==> config.mk <==
export PLATFORM = sky130hd
export DESIGN_NAME = sstf_seek_scheduler_core_flat
export DESIGN_NICKNAME = d
export VERILOG_FILES = /design/src/rtl/sstf_pkg.sv /design/src/rtl/sstf_if.sv /design/src/rtl/sstf_store.sv /design/src/rtl/sstf_dist_unit.sv /design/src/rtl/sstf_seek_scheduler_core.sv /design/src/flat_wrapper.sv
export SDC_FILE = /design/constraint.sdc
export NUM_CORES = 1
export LEC_CHECK = 0
export BUFFER_PORTS_ARGS = -buffer_cell sky130_fd_sc_hd__buf_2
export CAP_MARGIN = 25
export CORE_UTILIZATION = 50
export CTS_BUF_LIST = sky130_fd_sc_hd__clkbuf_2
export CTS_CLUSTER_SIZE = 24
export DETAILED_ROUTE_END_ITERATION = 6
export PLACE_DENSITY = 0.69
export SETUP_SLACK_MARGIN = 0.02
export SYNTH_ARGS = -nofsm -noshare
export SYNTH_HDL_FRONTEND = slang
export SYNTH_SLANG_ARGS = --single-unit
==> constraint.sdc <==
create_clock -name i_clk -period 21.3 [get_ports i_clk]
set_clock_uncertainty 0.1 [all_clocks]
set_input_delay 4.26 -clock i_clk [delete_from_list [all_inputs] [get_ports i_clk]]
set_output_delay 4.26 -clock i_clk [all_outputs]
set_load 0.02 [all_outputs]
==> src/rtl/sstf_pkg.sv <==
// ----------------------------------------------------------------------------
// sstf_pkg
// Field widths, saturation limit and transaction payload types shared by the
// SSTF seek scheduler files.
// ----------------------------------------------------------------------------
package sstf_pkg;

    localparam int CYL_W   = 16;   // cylinder and distance field width
    localparam int TOTAL_W = 22;   // running seek total width

    localparam logic [TOTAL_W-1:0] TOTAL_MAX = {TOTAL_W{1'b1}};

    typedef struct packed {
        logic [CYL_W-1:0] request_cylinder;
        logic             is_last_request;
    } t_req;

    typedef struct packed {
        logic [CYL_W-1:0]   served_cylinder;
        logic [CYL_W-1:0]   seek_distance;
        logic [TOTAL_W-1:0] total_seek;
        logic               overflow_flag;
        logic               is_last_served;
    } t_res;

endpackage

==> src/rtl/sstf_if.sv <==
// ----------------------------------------------------------------------------
// sstf_if
// Valid/ready channels for request and result transactions.
// ----------------------------------------------------------------------------
interface sstf_req_if;
    import sstf_pkg::*;

    logic valid;
    logic ready;
    t_req payload;

    modport source (output valid, output payload, input ready);
    modport sink   (input valid, input payload, output ready);
endinterface

interface sstf_res_if;
    import sstf_pkg::*;

    logic valid;
    logic ready;
    t_res payload;

    modport source (output valid, output payload, input ready);
    modport sink   (input valid, input payload, output ready);
endinterface

==> src/rtl/sstf_store.sv <==
// ----------------------------------------------------------------------------
// sstf_store
// Request store: one write port, one read port with registered read data.
// ----------------------------------------------------------------------------
module sstf_store #(
    parameter int DEPTH = 32,
    parameter int WIDTH = 16
) (
    input  logic                     i_clk,
    input  logic                     i_wr_en,
    input  logic [$clog2(DEPTH)-1:0] i_wr_addr,
    input  logic [WIDTH-1:0]         i_wr_data,
    input  logic                     i_rd_en,
    input  logic [$clog2(DEPTH)-1:0] i_rd_addr,
    output logic [WIDTH-1:0]         o_rd_data
);

    logic [WIDTH-1:0] r_mem [DEPTH];
    logic [WIDTH-1:0] r_rd_data;

    always_ff @(posedge i_clk) begin
        if (i_wr_en) begin
            r_mem[i_wr_addr] <= i_wr_data;
        end
        if (i_rd_en) begin
            r_rd_data <= r_mem[i_rd_addr];
        end
    end

    assign o_rd_data = r_rd_data;

endmodule

==> src/rtl/sstf_dist_unit.sv <==
// ----------------------------------------------------------------------------
// sstf_dist_unit
// Shared distance/compare unit: |cand - head| and strict-less test vs best.
// ----------------------------------------------------------------------------
module sstf_dist_unit #(
    parameter int W = 16
) (
    input  logic [W-1:0] i_cand,
    input  logic [W-1:0] i_head,
    input  logic [W-1:0] i_best,
    input  logic         i_have_best,
    output logic [W-1:0] o_dist,
    output logic         o_better
);

    always_comb begin
        o_dist   = (i_cand > i_head) ? (i_cand - i_head) : (i_head - i_cand);
        // strict compare keeps the earliest loaded entry on a tie
        o_better = !i_have_best || (o_dist < i_best);
    end

endmodule

==> src/rtl/sstf_seek_scheduler_core.sv <==
// ----------------------------------------------------------------------------
// sstf_seek_scheduler_core
// Shortest-seek-time-first scheduler over a batch of cylinder requests.
// ----------------------------------------------------------------------------
// Requests load one per cycle while i_req.ready is high, up to MAX_REQUESTS
// entries; later ones in the same batch are dropped and every result of that
// batch carries overflow_flag. The transaction with is_last_request closes the
// batch: the head is set to the first loaded cylinder (read in S_INIT,
// captured in S_HEAD), then each service scans all n loaded entries through
// the single read port of the request store and one shared distance/compare
// unit; each result waits in S_EMIT while o_res.ready stays low. i_req.ready
// stays low from the closing transaction until the batch's last result is
// taken. Ties go to the earliest loaded entry, so equal cylinders are served
// back to back at distance zero. total_seek saturates at its 22-bit maximum;
// the head position is kept across batches but re-seeded from each batch's
// first request.
// ----------------------------------------------------------------------------
module sstf_seek_scheduler_core #(
    parameter int MAX_REQUESTS = 32,
    parameter int CYL_BITS     = 16
) (
    input  logic              i_clk,
    input  logic              i_rst_n,
    sstf_req_if.sink          i_req,
    sstf_res_if.source        o_res
);
    import sstf_pkg::*;

    localparam int IDX_W = $clog2(MAX_REQUESTS);
    localparam int CNT_W = $clog2(MAX_REQUESTS + 1);
    localparam int SUM_W = ((CYL_BITS > TOTAL_W) ? CYL_BITS : TOTAL_W) + 1;

    typedef enum logic [2:0] {
        S_LOAD,   // taking requests
        S_INIT,   // read entry 0 for head seed
        S_HEAD,   // capture head
        S_SCAN,   // sweep store for nearest unserved entry
        S_UPD,    // commit pick, build result
        S_EMIT    // hold result until taken
    } t_state;

    t_state r_state;

    logic [CNT_W-1:0]    r_count;     // loaded entries
    logic [CNT_W-1:0]    r_done;      // services emitted
    logic [CNT_W-1:0]    r_issue;     // next scan read address
    logic                r_cmp_valid; // read data in flight is valid
    logic [IDX_W-1:0]    r_cmp_idx;
    logic                r_have;
    logic [CYL_BITS-1:0] r_best;
    logic [IDX_W-1:0]    r_pick;
    logic [CYL_BITS-1:0] r_pick_cyl;
    logic [CYL_BITS-1:0] r_head;
    logic [TOTAL_W-1:0]  r_total;
    logic                r_dropped;
    logic [MAX_REQUESTS-1:0] r_served;

    logic                r_out_valid;
    t_res                r_out;

    // store port signals
    logic                mem_wr_en;
    logic                mem_rd_en;
    logic [IDX_W-1:0]    mem_rd_addr;
    logic [CYL_BITS-1:0] mem_rd_data;
    logic [CYL_BITS-1:0] in_cyl;
    logic [CYL_BITS+CYL_W-1:0] in_ext;

    // compare unit
    logic [CYL_BITS-1:0] cand_dist;
    logic                better;

    logic                req_fire;
    logic                scan_issue;
    logic                scan_hit;
    logic                scan_end;
    logic [SUM_W-1:0]    sum;
    logic [TOTAL_W-1:0]  total_next;
    logic [CYL_BITS+CYL_W-1:0] pick_ext;
    logic [CYL_BITS+CYL_W-1:0] best_ext;

    assign in_ext = {{CYL_BITS{1'b0}}, i_req.payload.request_cylinder};
    assign in_cyl = in_ext[CYL_BITS-1:0];

    assign i_req.ready   = (r_state == S_LOAD);
    assign req_fire      = i_req.valid && i_req.ready;
    assign mem_wr_en     = req_fire && (r_count < CNT_W'(MAX_REQUESTS));

    assign scan_issue    = (r_state == S_SCAN) && (r_issue < r_count);
    assign mem_rd_en     = (r_state == S_INIT) || scan_issue;
    assign mem_rd_addr   = (r_state == S_INIT) ? '0 : r_issue[IDX_W-1:0];

    assign scan_hit      = r_cmp_valid && !r_served[r_cmp_idx] && better;
    assign scan_end      = r_cmp_valid && (r_cmp_idx == IDX_W'(r_count - 1'b1));

    // saturating running total
    assign sum        = SUM_W'(r_total) + SUM_W'(r_best);
    assign total_next = (sum > SUM_W'(TOTAL_MAX)) ? TOTAL_MAX : sum[TOTAL_W-1:0];

    // fit CYL_BITS values into the 16-bit result fields
    assign pick_ext = {{CYL_W{1'b0}}, r_pick_cyl};
    assign best_ext = {{CYL_W{1'b0}}, r_best};

    sstf_store #(
        .DEPTH (MAX_REQUESTS),
        .WIDTH (CYL_BITS)
    ) u_store (
        .i_clk     (i_clk),
        .i_wr_en   (mem_wr_en),
        .i_wr_addr (r_count[IDX_W-1:0]),
        .i_wr_data (in_cyl),
        .i_rd_en   (mem_rd_en),
        .i_rd_addr (mem_rd_addr),
        .o_rd_data (mem_rd_data)
    );

    sstf_dist_unit #(
        .W (CYL_BITS)
    ) u_dist (
        .i_cand      (mem_rd_data),
        .i_head      (r_head),
        .i_best      (r_best),
        .i_have_best (r_have),
        .o_dist      (cand_dist),
        .o_better    (better)
    );

    always_ff @(posedge i_clk) begin
        if (!i_rst_n) begin
            r_state     <= S_LOAD;
            r_count     <= '0;
            r_done      <= '0;
            r_issue     <= '0;
            r_cmp_valid <= 1'b0;
            r_have      <= 1'b0;
            r_head      <= '0;
            r_total     <= '0;
            r_dropped   <= 1'b0;
            r_served    <= '0;
            r_out_valid <= 1'b0;
        end else begin
            unique case (r_state)
                S_LOAD: begin
                    if (req_fire) begin
                        if (mem_wr_en) begin
                            r_count <= r_count + 1'b1;
                        end else begin
                            r_dropped <= 1'b1;
                        end
                        if (i_req.payload.is_last_request) begin
                            r_state <= S_INIT;
                        end
                    end
                end
                S_INIT: begin
                    r_state <= S_HEAD;
                end
                S_HEAD: begin
                    r_head      <= mem_rd_data;
                    r_issue     <= '0;
                    r_cmp_valid <= 1'b0;
                    r_have      <= 1'b0;
                    r_state     <= S_SCAN;
                end
                S_SCAN: begin
                    r_cmp_valid <= scan_issue;
                    if (scan_issue) begin
                        r_cmp_idx <= r_issue[IDX_W-1:0];
                        r_issue   <= r_issue + 1'b1;
                    end
                    if (scan_hit) begin
                        r_have     <= 1'b1;
                        r_best     <= cand_dist;
                        r_pick     <= r_cmp_idx;
                        r_pick_cyl <= mem_rd_data;
                    end
                    if (scan_end) begin
                        r_state <= S_UPD;
                    end
                end
                S_UPD: begin
                    r_served[r_pick]      <= 1'b1;
                    r_head                <= r_pick_cyl;
                    r_total               <= total_next;
                    r_done                <= r_done + 1'b1;
                    r_out.served_cylinder <= pick_ext[CYL_W-1:0];
                    r_out.seek_distance   <= best_ext[CYL_W-1:0];
                    r_out.total_seek      <= total_next;
                    r_out.overflow_flag   <= r_dropped;
                    r_out.is_last_served  <= (r_done + 1'b1 == r_count);
                    r_out_valid           <= 1'b1;
                    r_state               <= S_EMIT;
                end
                S_EMIT: begin
                    if (o_res.ready) begin
                        r_out_valid <= 1'b0;
                        r_issue     <= '0;
                        r_cmp_valid <= 1'b0;
                        r_have      <= 1'b0;
                        if (r_out.is_last_served) begin
                            // batch finished: empty the store, keep head
                            r_count   <= '0;
                            r_done    <= '0;
                            r_total   <= '0;
                            r_dropped <= 1'b0;
                            r_served  <= '0;
                            r_state   <= S_LOAD;
                        end else begin
                            r_state <= S_SCAN;
                        end
                    end
                end
                default: begin
                    r_state <= S_LOAD;
                end
            endcase
        end
    end

    assign o_res.valid   = r_out_valid;
    assign o_res.payload = r_out;

    // ------------------------------------------------------------------------
    // Assertions
    // ------------------------------------------------------------------------
    a_no_overlap: assert property (@(posedge i_clk) disable iff (!i_rst_n)
        i_req.ready |-> !o_res.valid)
        else $error("request taken while a result is pending");

    a_count_bound: assert property (@(posedge i_clk) disable iff (!i_rst_n)
        (r_count <= CNT_W'(MAX_REQUESTS)) && (r_done <= r_count))
        else $error("load or service count out of range");

    a_last_returns: assert property (@(posedge i_clk) disable iff (!i_rst_n)
        o_res.valid && o_res.ready && o_res.payload.is_last_served |=> i_req.ready)
        else $error("scheduler did not return to load after final result");

    a_pick_unserved: assert property (@(posedge i_clk) disable iff (!i_rst_n)
        (r_state == S_UPD) |-> (r_have && !r_served[r_pick]))
        else $error("service picked an already served entry");

endmodule

==> src/flat_wrapper.sv <==
// flat-port wrapper written by rule: the top's interface ports become plain ports
module sstf_seek_scheduler_core_flat import sstf_pkg::*;
#(
    parameter int MAX_REQUESTS = 32,
    parameter int CYL_BITS     = 16
)
  (i_clk, i_rst_n, i_req_valid, i_req_payload, i_req_ready, o_res_valid, o_res_payload, o_res_ready);
  sstf_req_if i_req_i ();
  sstf_res_if o_res_i ();
  input  logic i_clk;
  input  logic i_rst_n;
  input wire logic [$bits(i_req_i.valid)-1:0] i_req_valid;
  input wire logic [$bits(i_req_i.payload)-1:0] i_req_payload;
  output wire logic [$bits(i_req_i.ready)-1:0] i_req_ready;
  output wire logic [$bits(o_res_i.valid)-1:0] o_res_valid;
  output wire logic [$bits(o_res_i.payload)-1:0] o_res_payload;
  input wire logic [$bits(o_res_i.ready)-1:0] o_res_ready;
  assign i_req_i.valid = i_req_valid;
  assign i_req_i.payload = i_req_payload;
  assign i_req_ready = i_req_i.ready;
  assign o_res_valid = o_res_i.valid;
  assign o_res_payload = o_res_i.payload;
  assign o_res_i.ready = o_res_ready;
  sstf_seek_scheduler_core #(.MAX_REQUESTS(MAX_REQUESTS), .CYL_BITS(CYL_BITS)) u_core (.i_clk(i_clk), .i_rst_n(i_rst_n), .i_req(i_req_i), .o_res(o_res_i));
endmodule
=== Word level (Yosys, flattened, before mapping) ===
Memories as Yosys holds them, arrays and structs flattened. A register that Yosys moved wholly into a read port is not among the register bits.
Cells that the tools add are included.

* Output and inout port bits: 58
* Register bits: 193
* Memories kept: 1
* Memory bits (writable): 512

* Reduce and logical (&&, ||, !) cells: 27
* $lt $le $gt $ge: 8
* $add $sub $neg: 7
* Bitwise operators: 1
* Equality and inequality tests: 16
* Muxes and demuxes: 41

{| class="wikitable"
|+ Memory list
! memory !! depth !! width !! read ports !! clocked after Yosys merged registers in !! wr ports !! line !! text
|-
| u_core.u_store.r_mem || 32 || 16 || 1 || 1 || 1 || sstf_store.sv:18 || <nowiki>logic [WIDTH-1:0] r_mem [DEPTH];</nowiki>
|}

{| class="wikitable"
|+ Operator list
! cell !! count
|-
| two-way mux 22 bit || 3
|-
| two-way mux 32 bit || 2
|-
| case mux 32 bit (2 select lines) || 1
|-
| case mux 22 bit (2 select lines) || 1
|-
| two-way mux 6 bit || 6
|-
| OR 32 bit || 1
|-
| case mux 16 bit (2 select lines) || 1
|-
| subtractor 16 bit || 2
|-
| case mux 6 bit (2 select lines) || 2
|-
| adder 22 x 16 -> 23 bit || 1
|-
| > comparator 23 x 22 -> 1 bit, second input constant || 1
|-
| adder 6 x 1 -> 6 bit, second input constant || 3
|-
| case mux 3 bit (6 select lines) || 1
|-
| case mux 6 bit (3 select lines) || 1
|-
| > comparator 16 bit || 1
|-
| < comparator 16 bit || 1
|-
| two-way mux 16 bit || 1
|-
| AND reduction 3 bit || 5
|-
| < comparator 5 x 6 -> 1 bit, second input constant || 2
|-
| two-way mux 3 bit || 4
|-
| two-way mux 1 bit || 10
|-
| inequality test 2 bit, second input constant || 5
|-
| AND reduction 5 bit || 2
|-
| inequality test 2 x 1 -> 1 bit, second input constant || 4
|-
| 23 further kinds || 39
|}

=== Logic depth before layout (Yosys ltp) ===
Gate-level depths: netlist (run 1).

* Depth in word-level cells: 7
* Mapped depth: 18
* Mapped depth without buffers: 18

=== Modules after synthesis ===
A second synthesis (run 1) with hierarchy kept.

* Cells, all modules: 2186
* Area total of the unflattened synthesis: 31164.9 um2

{| class="wikitable"
|+ By module, submodules not included
! module !! times used !! area each (um2) !! cells each !! seq. area each (um2)
|-
| sstf_store || 1 || 20694.8 || 1143 || 15855.2
|-
| sstf_seek_scheduler_core || 1 || 8410.6 || 756 || 4844.6
|-
| sstf_dist_unit || 1 || 2059.5 || 287 || 0.0
|}

=== Worst setup path before layout (run 1) ===
Ideal clock, no wire load.

* Path type: input-to-reg
* Start: input port i_rst_n
* End: register u_core.r_best[0] (enable)
* Setup slack: 13.347 ns
* Data arrival time: 7.366 ns
* Buffers on the path: 1
* Stages: 3
* Data required time: 20.713 ns
* Cell sequence: clkbuf_1 > nand3_1 > a211oi_1

* Longest elaborated chain between the ends: 1

{| class="wikitable"
|+ RTL lines
! element !! line !! text
|-
| start, declared || flat_wrapper.sv:11 || <nowiki>input logic i_rst_n;</nowiki>
|-
| AND reduction 3 bit (no source line) || -- ||
|-
| end signal, assigned || sstf_seek_scheduler_core.sv:173 || <nowiki>r_best <= cand_dist;</nowiki>
|-
| end, declared || sstf_seek_scheduler_core.sv:50 || <nowiki>logic [CYL_BITS-1:0] r_best;</nowiki>
|}

Every way passes these cells.
A chain may end at the register's enable or synchronous reset.

=== Worst setup path in the final report (run 1) ===
* Start: register u_core.r_state[0]
* End: output port i_req_ready

* Longest elaborated chain between the ends: 1

{| class="wikitable"
|+ RTL lines
! element !! line !! text
|-
| start, declared || sstf_seek_scheduler_core.sv:42 || <nowiki>t_state r_state;</nowiki>
|-
| start signal, assigned || sstf_seek_scheduler_core.sv:130 || <nowiki>r_state <= S_LOAD;</nowiki>
|-
| start signal, assigned || sstf_seek_scheduler_core.sv:151 || <nowiki>r_state <= S_INIT;</nowiki>
|-
| start signal, assigned || sstf_seek_scheduler_core.sv:156 || <nowiki>r_state <= S_HEAD;</nowiki>
|-
| zero test 3 bit || sstf_seek_scheduler_core.sv:85 || <nowiki>assign i_req.ready = (r_state == S_LOAD);</nowiki>
|-
| end, declared || flat_wrapper.sv:14 || <nowiki>output wire logic [$bits(i_req_i.ready)-1:0] i_req_ready;</nowiki>
|}

Every way passes these cells.

==> results of run 1 <==
==> cells in the mapped netlist (4+ instances only) <==
cell type,count
buf_2,19
a21o_1,29
mux4_2,42
a41oi_1,4
o21ai_1,6
nand3b_1,4
o211ai_1,70
nor2b_1,11
o2bb2ai_1,4
a221o_1,17
a2bb2oi_1,16
o31ai_1,4
o221ai_1,19
o21a_1,11
a22o_1,18
o21bai_1,5
xnor2_1,30
or2_2,6
o22ai_1,35
dfxtp_1,95
o21ai_0,79
nand4_1,14
nand2b_1,13
edfxtp_1,626
mux2i_1,90
nand3_1,61
and2_1,4
nor3_1,26
a21oi_1,183
nand2_1,149
ha_1,73
buf_1,11
and3_1,7
buf_4,4
nor2_1,294
a31oi_1,13
xor2_1,17
inv_1,88
a311oi_1,16
clkbuf_1,102
a211oi_1,26
==> final timing paths <==
| check | depth (start not counted) | start | to | slack, ns |
|---|---|---|---|---|
| max | 3 | u_core.r_state[0] | i_req_ready | 14.17 |
| min | 0 | u_core.r_dropped | u_core.o_res.payload[1] | 0.34 |
| max reg2reg | 17 | u_core.u_store.o_rd_data[12] | u_core.r_pick_cyl[15] | 15.61 |
| min reg2reg | 0 | u_core.r_dropped | u_core.o_res.payload[1] | 0.34 |
==> cell usage in the layout, fill, tap and decap left out, types with 42 or more instances in the layout <==
cell type  netlist  final
inv_1           88     88
edfxtp_1       626    626
nor2_1         294    294
buf_4            4     44
o21ai_0         79     79
mux2i_1         90     90
clkbuf_2         1    253
ha_1            73     73
a21oi_1        183    182
nand2_1        149    148
mux4_2          42     42
buf_2           19     78
dfxtp_1         95     93
nand3_1         61     61
clkinv_1         1     48
o211ai_1        70     70
==> sequential cells by signal, summed over array words and instances (netlist names) <==
signal,flops
u_core.o_res.payload,56
u_core.o_res.valid,1
u_core.r_best,16
u_core.r_cmp_idx,5
u_core.r_cmp_valid,1
u_core.r_count,6
u_core.r_done,6
u_core.r_dropped,1
u_core.r_have,1
u_core.r_head,16
u_core.r_issue,6
u_core.r_pick,5
u_core.r_pick_cyl,16
u_core.r_served,32
u_core.r_state,3
u_core.r_total,22
u_core.u_store.o_rd_data,16
u_core.u_store.r_mem,512
==> logic make-up after synthesis <==
logic type / after synthesis / synth area share (%)
DFF: 721 / 66.32
and+or+nand+nor: 604 / 8.310
AOI/OAI and AO/OA: 574 / 12.01
buffers and inverters: 228 / 2.894
muxes: 135 / 6.025
adders and majority gates: 76 / 3.119
xor gates and xnor gates: 47 / 1.319
==> metal layers <==
metal	vias up	global-route usage (%)	wire length [um]
li1	9479	-	-
met1	9744	33.07	31950
met2	987	36.19	34050
met3	147	5.107	6316
met4	0	10.49	2631
met5	-	0	0
==> worst reg2reg max path, stage by stage, from the launching register on <==
cell and delay, ns:
edfxtp_1 0.46, inv_1 0.08, ha_1 0.49, nand4_1 0.26
nor3_1 0.35, nand3_1 0.14, a21oi_2 0.77, mux2_2 0.46
ha_1 0.27, a21boi_0 0.12, o21a_1 0.17, o21ai_0 0.14
a21oi_1 0.09, nor2_1 0.10, o311ai_0 0.14, buf_4 0.19
a211oi_4 0.51, buf_4 0.47
==> area by class of cell <==
cell class	instances	area share (%)
Timing Repair Buffer	133	2.578
Inverter	90	0.9875
Sequential cell	721	60.53
Tap cell	837	3.061
Clock buffer	253	3.701
Multi-Input combinational cell	1436	28.18
Clock inverter	65	0.9436
Antenna cell	2	0.01463
==> stage by stage <==
step	hold WS [ns]	setup WS, ns
after floorplan	0.3090	13.35
after global placement	0.3220	14.12
after detailed placement	0.3441	14.13
after CTS	0.3427	14.03
after global routing	0.3560	13.97
final	0.3429	14.17
==> power groups by stage <==
stage	Clock, mW	Combinational [mW]	Sequential, mW
2_1_floorplan	0	0.536	1.67
3_3_place_gp	0	0.724	1.69
3_5_place_dp	0	0.743	1.69
4_1_cts	0.914	0.747	1.66
5_1_grt	0.979	0.837	1.67
6_report	0.887	0.753	1.66
==> results.yml, run 1 <==
outcome:
  status: "finished, final reports clean"
yosys:
  synth_flop_cell: "edfxtp_1"
  seq_area_frac_synth_pct: 66.32
  ys_types: 71
  synth.top_cell.area_share_pct: 60.23
  synth_edf_count: 626
  netlist_area_mm2: 0.03121
  syn_inst: 2385
  syn_area_per_cell_um2: 13.09
  ys_seq_elements: 721
  yosysWarnings: 0
  synthArstFlopShare_pct: 0
  syn-num-nets: 2482
  yosys.area.top_type: "edfxtp_1"
  synthTopCellsByArea: "edfxtp_1, dfxtp_1, nor2_1, mux4_2, a21oi_1"
place:
  place.gp.congestion: 0.9317
  dpl.hpwl_um: 47700
  place_area_mm2: 0.03255
  port_buffers: 78
  dp_cells: 3213
floorplan:
  die_y_um: 251.9
  rows: 91
  ios: 79
  die_area_mm2: 0.06343
  start_util_pct: 50.58
  die_w_um: 251.9
  core_area_mm2: 0.06171
clock_tree:
  hold_buffers: 0
  cts-root-buf: "clkbuf_2"
  cts.sinks: 721
  clk_path_buf_depth: 3
  clk_latency_ns: 1.37
  cts.clk_slew.worst_paths_ns: 0.13
  htreeDepth: 4
  ctsResizeCount: 0
  post_cts_buffers: 0
  cts_tree: "done"
  numCtsBuffers: 176
worst_setup_path:
  cp_num_buf_inv: 1
  crit_path_end_kind: "output port"
  max_stage_delay_ns: 0.57
  critPathSlowestCell: "dfxtp_1"
  crit_required_ns: 16.94
  crit_arrival_ns: 2.77
  cp-start-kind: "flip-flop"
  crit_chain: "or2_2 > nor2_1 > buf_2"
  worstSetupPathType: "flip-flop to output port"
  path_delay_family: "simple AND/OR/NAND/NOR gates"
  cp_max_fo: 25
global_route:
  antenna_found_initial: 2
  grtUsageTotal_pct: 23.80
  grt_pass1_wl_um: 113300
  grt_pass1_vias: 19573
  gr-total-overflow: 0
  grt_max_degree: 87
layout:
  nNetsFinal: 2655
  n_fill_cell: 5113
  drive_gt1_share_pct: 17.46
  syn2layout_area_growth_pct: 9.605
  utilization_pct: 55.44
  multi_input_area_mm2: 0.009642
  final_cells: 3537
  regArea_mm2: 0.02071
  final_cell_area_mm2: 0.03421
power_and_ir_drop:
  swShare_pct: 32.58
  irDropWorstVdd_mv: 0.05739
  pwr-share-comb_pct: 22.8
  power_frac_clock_pct: 26.9
  power.leakage_nw: 11.89
  p_seq_share_pct: 50.3
  p_int_mw: 2.224
  power_per_cell_area_mw_per_mm2: 96.43
  power_mw: 3.299
  netSwitchingPower_mw: 1.075
timing:
  fin_setup_tns_ns: 0
  slew_headroom_pct: 29.00
  setup_viol: 0
  fin_crit_ns: 7.132
  period_share_pct: 33.48
  hold_violations: 0
  rsz0062_at_grt: "no"
  worst-slew-pin-transition_ns: 1.061
  drv_slew: 0
  clock.fmax_ghz: 0.1402
routing:
  wl_per_cell_um: 21.19
  avgViaCountPerCell: 5.755
  num_vias: 20357
  drc: 0
  drtIter0Drc: 2134
  detail_route.wirelength_um: 74950
  ant_nets: 0
  drt_pass1_iterations: 5
min_path:
  hold_class: "flip-flop to flip-flop"
run:
  drv_cap: 0
(Power assumes the default switching activity.)
==> run 2: changes to the inputs <==
==> constraint.sdc (replaced) <==
create_clock -name i_clk -period 7 [get_ports i_clk]
set_clock_uncertainty 0.1 [all_clocks]
set_input_delay 1.4 -clock i_clk [delete_from_list [all_inputs] [get_ports i_clk]]
set_output_delay 1.4 -clock i_clk [all_outputs]
set_load 0.02 [all_outputs]
==> run 2 against run 1 <==
Sequential cell count did not move; non-clock buffer count fell by 1; critical path depth rose by 13; combinational power rose to 3.1 times the previous value; via count rose by 0.29%; cell count rose by 0.11%; die area did not move; count of clock-buffer cells in the layout rose by 10; first-iteration DRC count fell by 18%; register-to-register slack got worse by 14 ns; largest cell class unchanged; largest power group unchanged; highest routed layer unchanged.
==> results.yml, run 2 (synthesis gave the netlist of run 1 again) <==
floorplan:
  ios: 79
  die_w_um: 251.9
  start_util_pct: 50.58
  core_area_mm2: 0.06171
  rows: 91
  die_y_um: 251.9
  die_area_mm2: 0.06343
worst_setup_path:
  reg2reg_depth: 16
  worstSetupPathType: "flip-flop to flip-flop"
  crit_arrival_ns: 6.55
  r2r_slack_ns: 1.28
  cp_max_fo: 30
  reg2reg_to: "u_core.r_pick_cyl[4]"
  crit_required_ns: 7.83
  worst_r2r_startpoint: "u_core.u_store.o_rd_data[10]"
  crit_path_end_kind: "flip-flop"
  cp-start-kind: "flip-flop"
routing:
  drtIter0Drc: 1755
  detail_route.wirelength_um: 77240
  drc: 0
  num_vias: 20416
  ant_nets: 0
  avgViaCountPerCell: 5.766
  drt_pass1_iterations: 5
  wl_per_cell_um: 21.81
layout:
  nNetsFinal: 2657
  largest_register_ffs: 512
  multi_input_area_mm2: 0.009669
  layout_commonest_cell: "edfxtp_1"
  drive_gt1_share_pct: 18.44
  regArea_mm2: 0.02071
  top_register: "u_core.u_store.r_mem"
  syn2layout_area_growth_pct: 9.981
  n_fill_cell: 5216
  mostFrequentLayoutCells: "edfxtp_1, nor2_1, clkbuf_2"
min_path:
  hold_class: "input port to flip-flop"
  worstHoldStart: "i_rst_n"
  hold_depth: 3
  hold-path-endpoint: "u_core.r_state[2]"
global_route:
  grt_pass1_vias: 20141
  antenna_found_initial: 3
  gr-total-overflow: 0
  grtUsageTotal_pct: 24.56
  grt_pass1_wl_um: 117200
  grt_max_degree: 92
run:
  drv_cap: 0
timing:
  fin_setup_tns_ns: 0
  slew_headroom_pct: 27.26
  timing.final.ws_setup_ns: 1.281
  fin_crit_ns: 5.719
  worst-slew-pin-transition_ns: 1.077
  period_share_pct: 81.70
  drv_slew: 0
  hold_ws_ns: 0.3222
  rsz0062_at_grt: "no"
  hold_violations: 0
  clock.fmax_ghz: 0.1749
  setup_viol: 0
place:
  dpl.hpwl_um: 47330
  port_buffers: 78
  place.gp.congestion: 0.8786
  place_ws_ns: 1.319
power_and_ir_drop:
  power_per_cell_area_mw_per_mm2: 298.5
  power.leakage_nw: 11.94
  irDropWorstVdd_mv: 0.1913
clock_tree:
  cts.sinks: 721
  clk_path_buf_depth: 3
  cts_tree: "done"
  cts-root-buf: "clkbuf_2"
  numCtsBuffers: 179
  hold_buffers: 0
  post_cts_buffers: 0
  cts.clk_slew.worst_paths_ns: 0.09
  htreeDepth: 4
  clk_latency_ns: 1.37
  ctsResizeCount: 0
outcome:
  status: "finished, final reports clean"
[run 2: cell count changes in the layout (fill, tap and decap cells not counted), moves of 3 or more]
cell / delta
clkinv_2: +3
buf_8: +7
buf_6: -7
nor2_1: -11
clkinv_1: -13
clkbuf_2: +10
nor2_2: +11
[run 2: worst max path at each step]
stage / end / startpoint / slack (ns) / cells past startpoint
6_report: u_core.r_pick_cyl[4] / u_core.u_store.o_rd_data[10] / 1.28 / 16
5_1_grt: u_core.r_pick_cyl[4] / u_core.u_store.o_rd_data[12] / 0.85 / 16
4_1_cts: u_core.r_pick_cyl[4] / u_core.u_store.o_rd_data[10] / 1.23 / 16
3_5_place_dp: u_core.r_pick_cyl[7] / u_core.u_store.o_rd_data[12] / 1.32 / 16
3_3_place_gp: u_core.r_pick_cyl[7] / u_core.u_store.o_rd_data[12] / 1.43 / 16
2_1_floorplan: u_core.r_best[0] / u_core.u_store.o_rd_data[13] / 0.26 / 17
[run 2: power breakdown]
group	leakage [nW]	switching, mW	total, mW	internal (mW)
registers	6.40	0.138	5.04	4.90
clock network	1.27	1.72	2.86	1.14
logic	4.26	1.52	2.35	0.829
[run 2: through the flow]
| step | util, % | cell area (um^2) | power, mW | instances |
|---|---|---|---|---|
| finish | 55.63 | 34330 | 10.25 | 3541 |
| global route | 55.62 | 34330 | 10.80 | 3540 |
| CTS | 55.44 | 34210 | 10.31 | 3530 |
| detailed placement | 52.69 | 32520 | 7.455 | 3208 |
| global placement | 52.67 | 32500 | 7.403 | 3207 |
| floorplan | - | 31210 | 6.720 | 2385 |
[run 2: layout make-up]
cell class | count | area share [%]
Sequential cell | 721 | 60.32
Multi-Input combinational cell | 1436 | 28.17
Clock buffer | 263 | 3.834
Tap cell | 837 | 3.051
Timing Repair Buffer | 132 | 2.522
Clock inverter | 59 | 1.097
Inverter | 90 | 0.9841
Antenna cell | 3 | 0.02187
[run 2: worst max-delay path: stages, from the launching register on]
cell and delay (ns):
edfxtp_1 0.42, inv_1 0.06, ha_1 0.50, nand2_1 0.22, o21ai_0 0.38, a211oi_1 0.20, a21oi_2 0.47, buf_4 0.30
mux2i_1 0.24, xor2_1 0.25, ha_1 0.29, a21oi_1 0.15, nor2b_1 0.06, o21ai_0 0.16, o311ai_0 0.37, a211oi_4 0.61
buf_4 0.50
[run 2: layer usage]
metal	track usage, %	vias to the layer above	part of all wire [%]
met1	33.05	9976	42
met5	0	-	0
met3	4.942	117	7.2
li1	-	9493	-
met4	9.887	0	2.6
met2	39.23	830	48
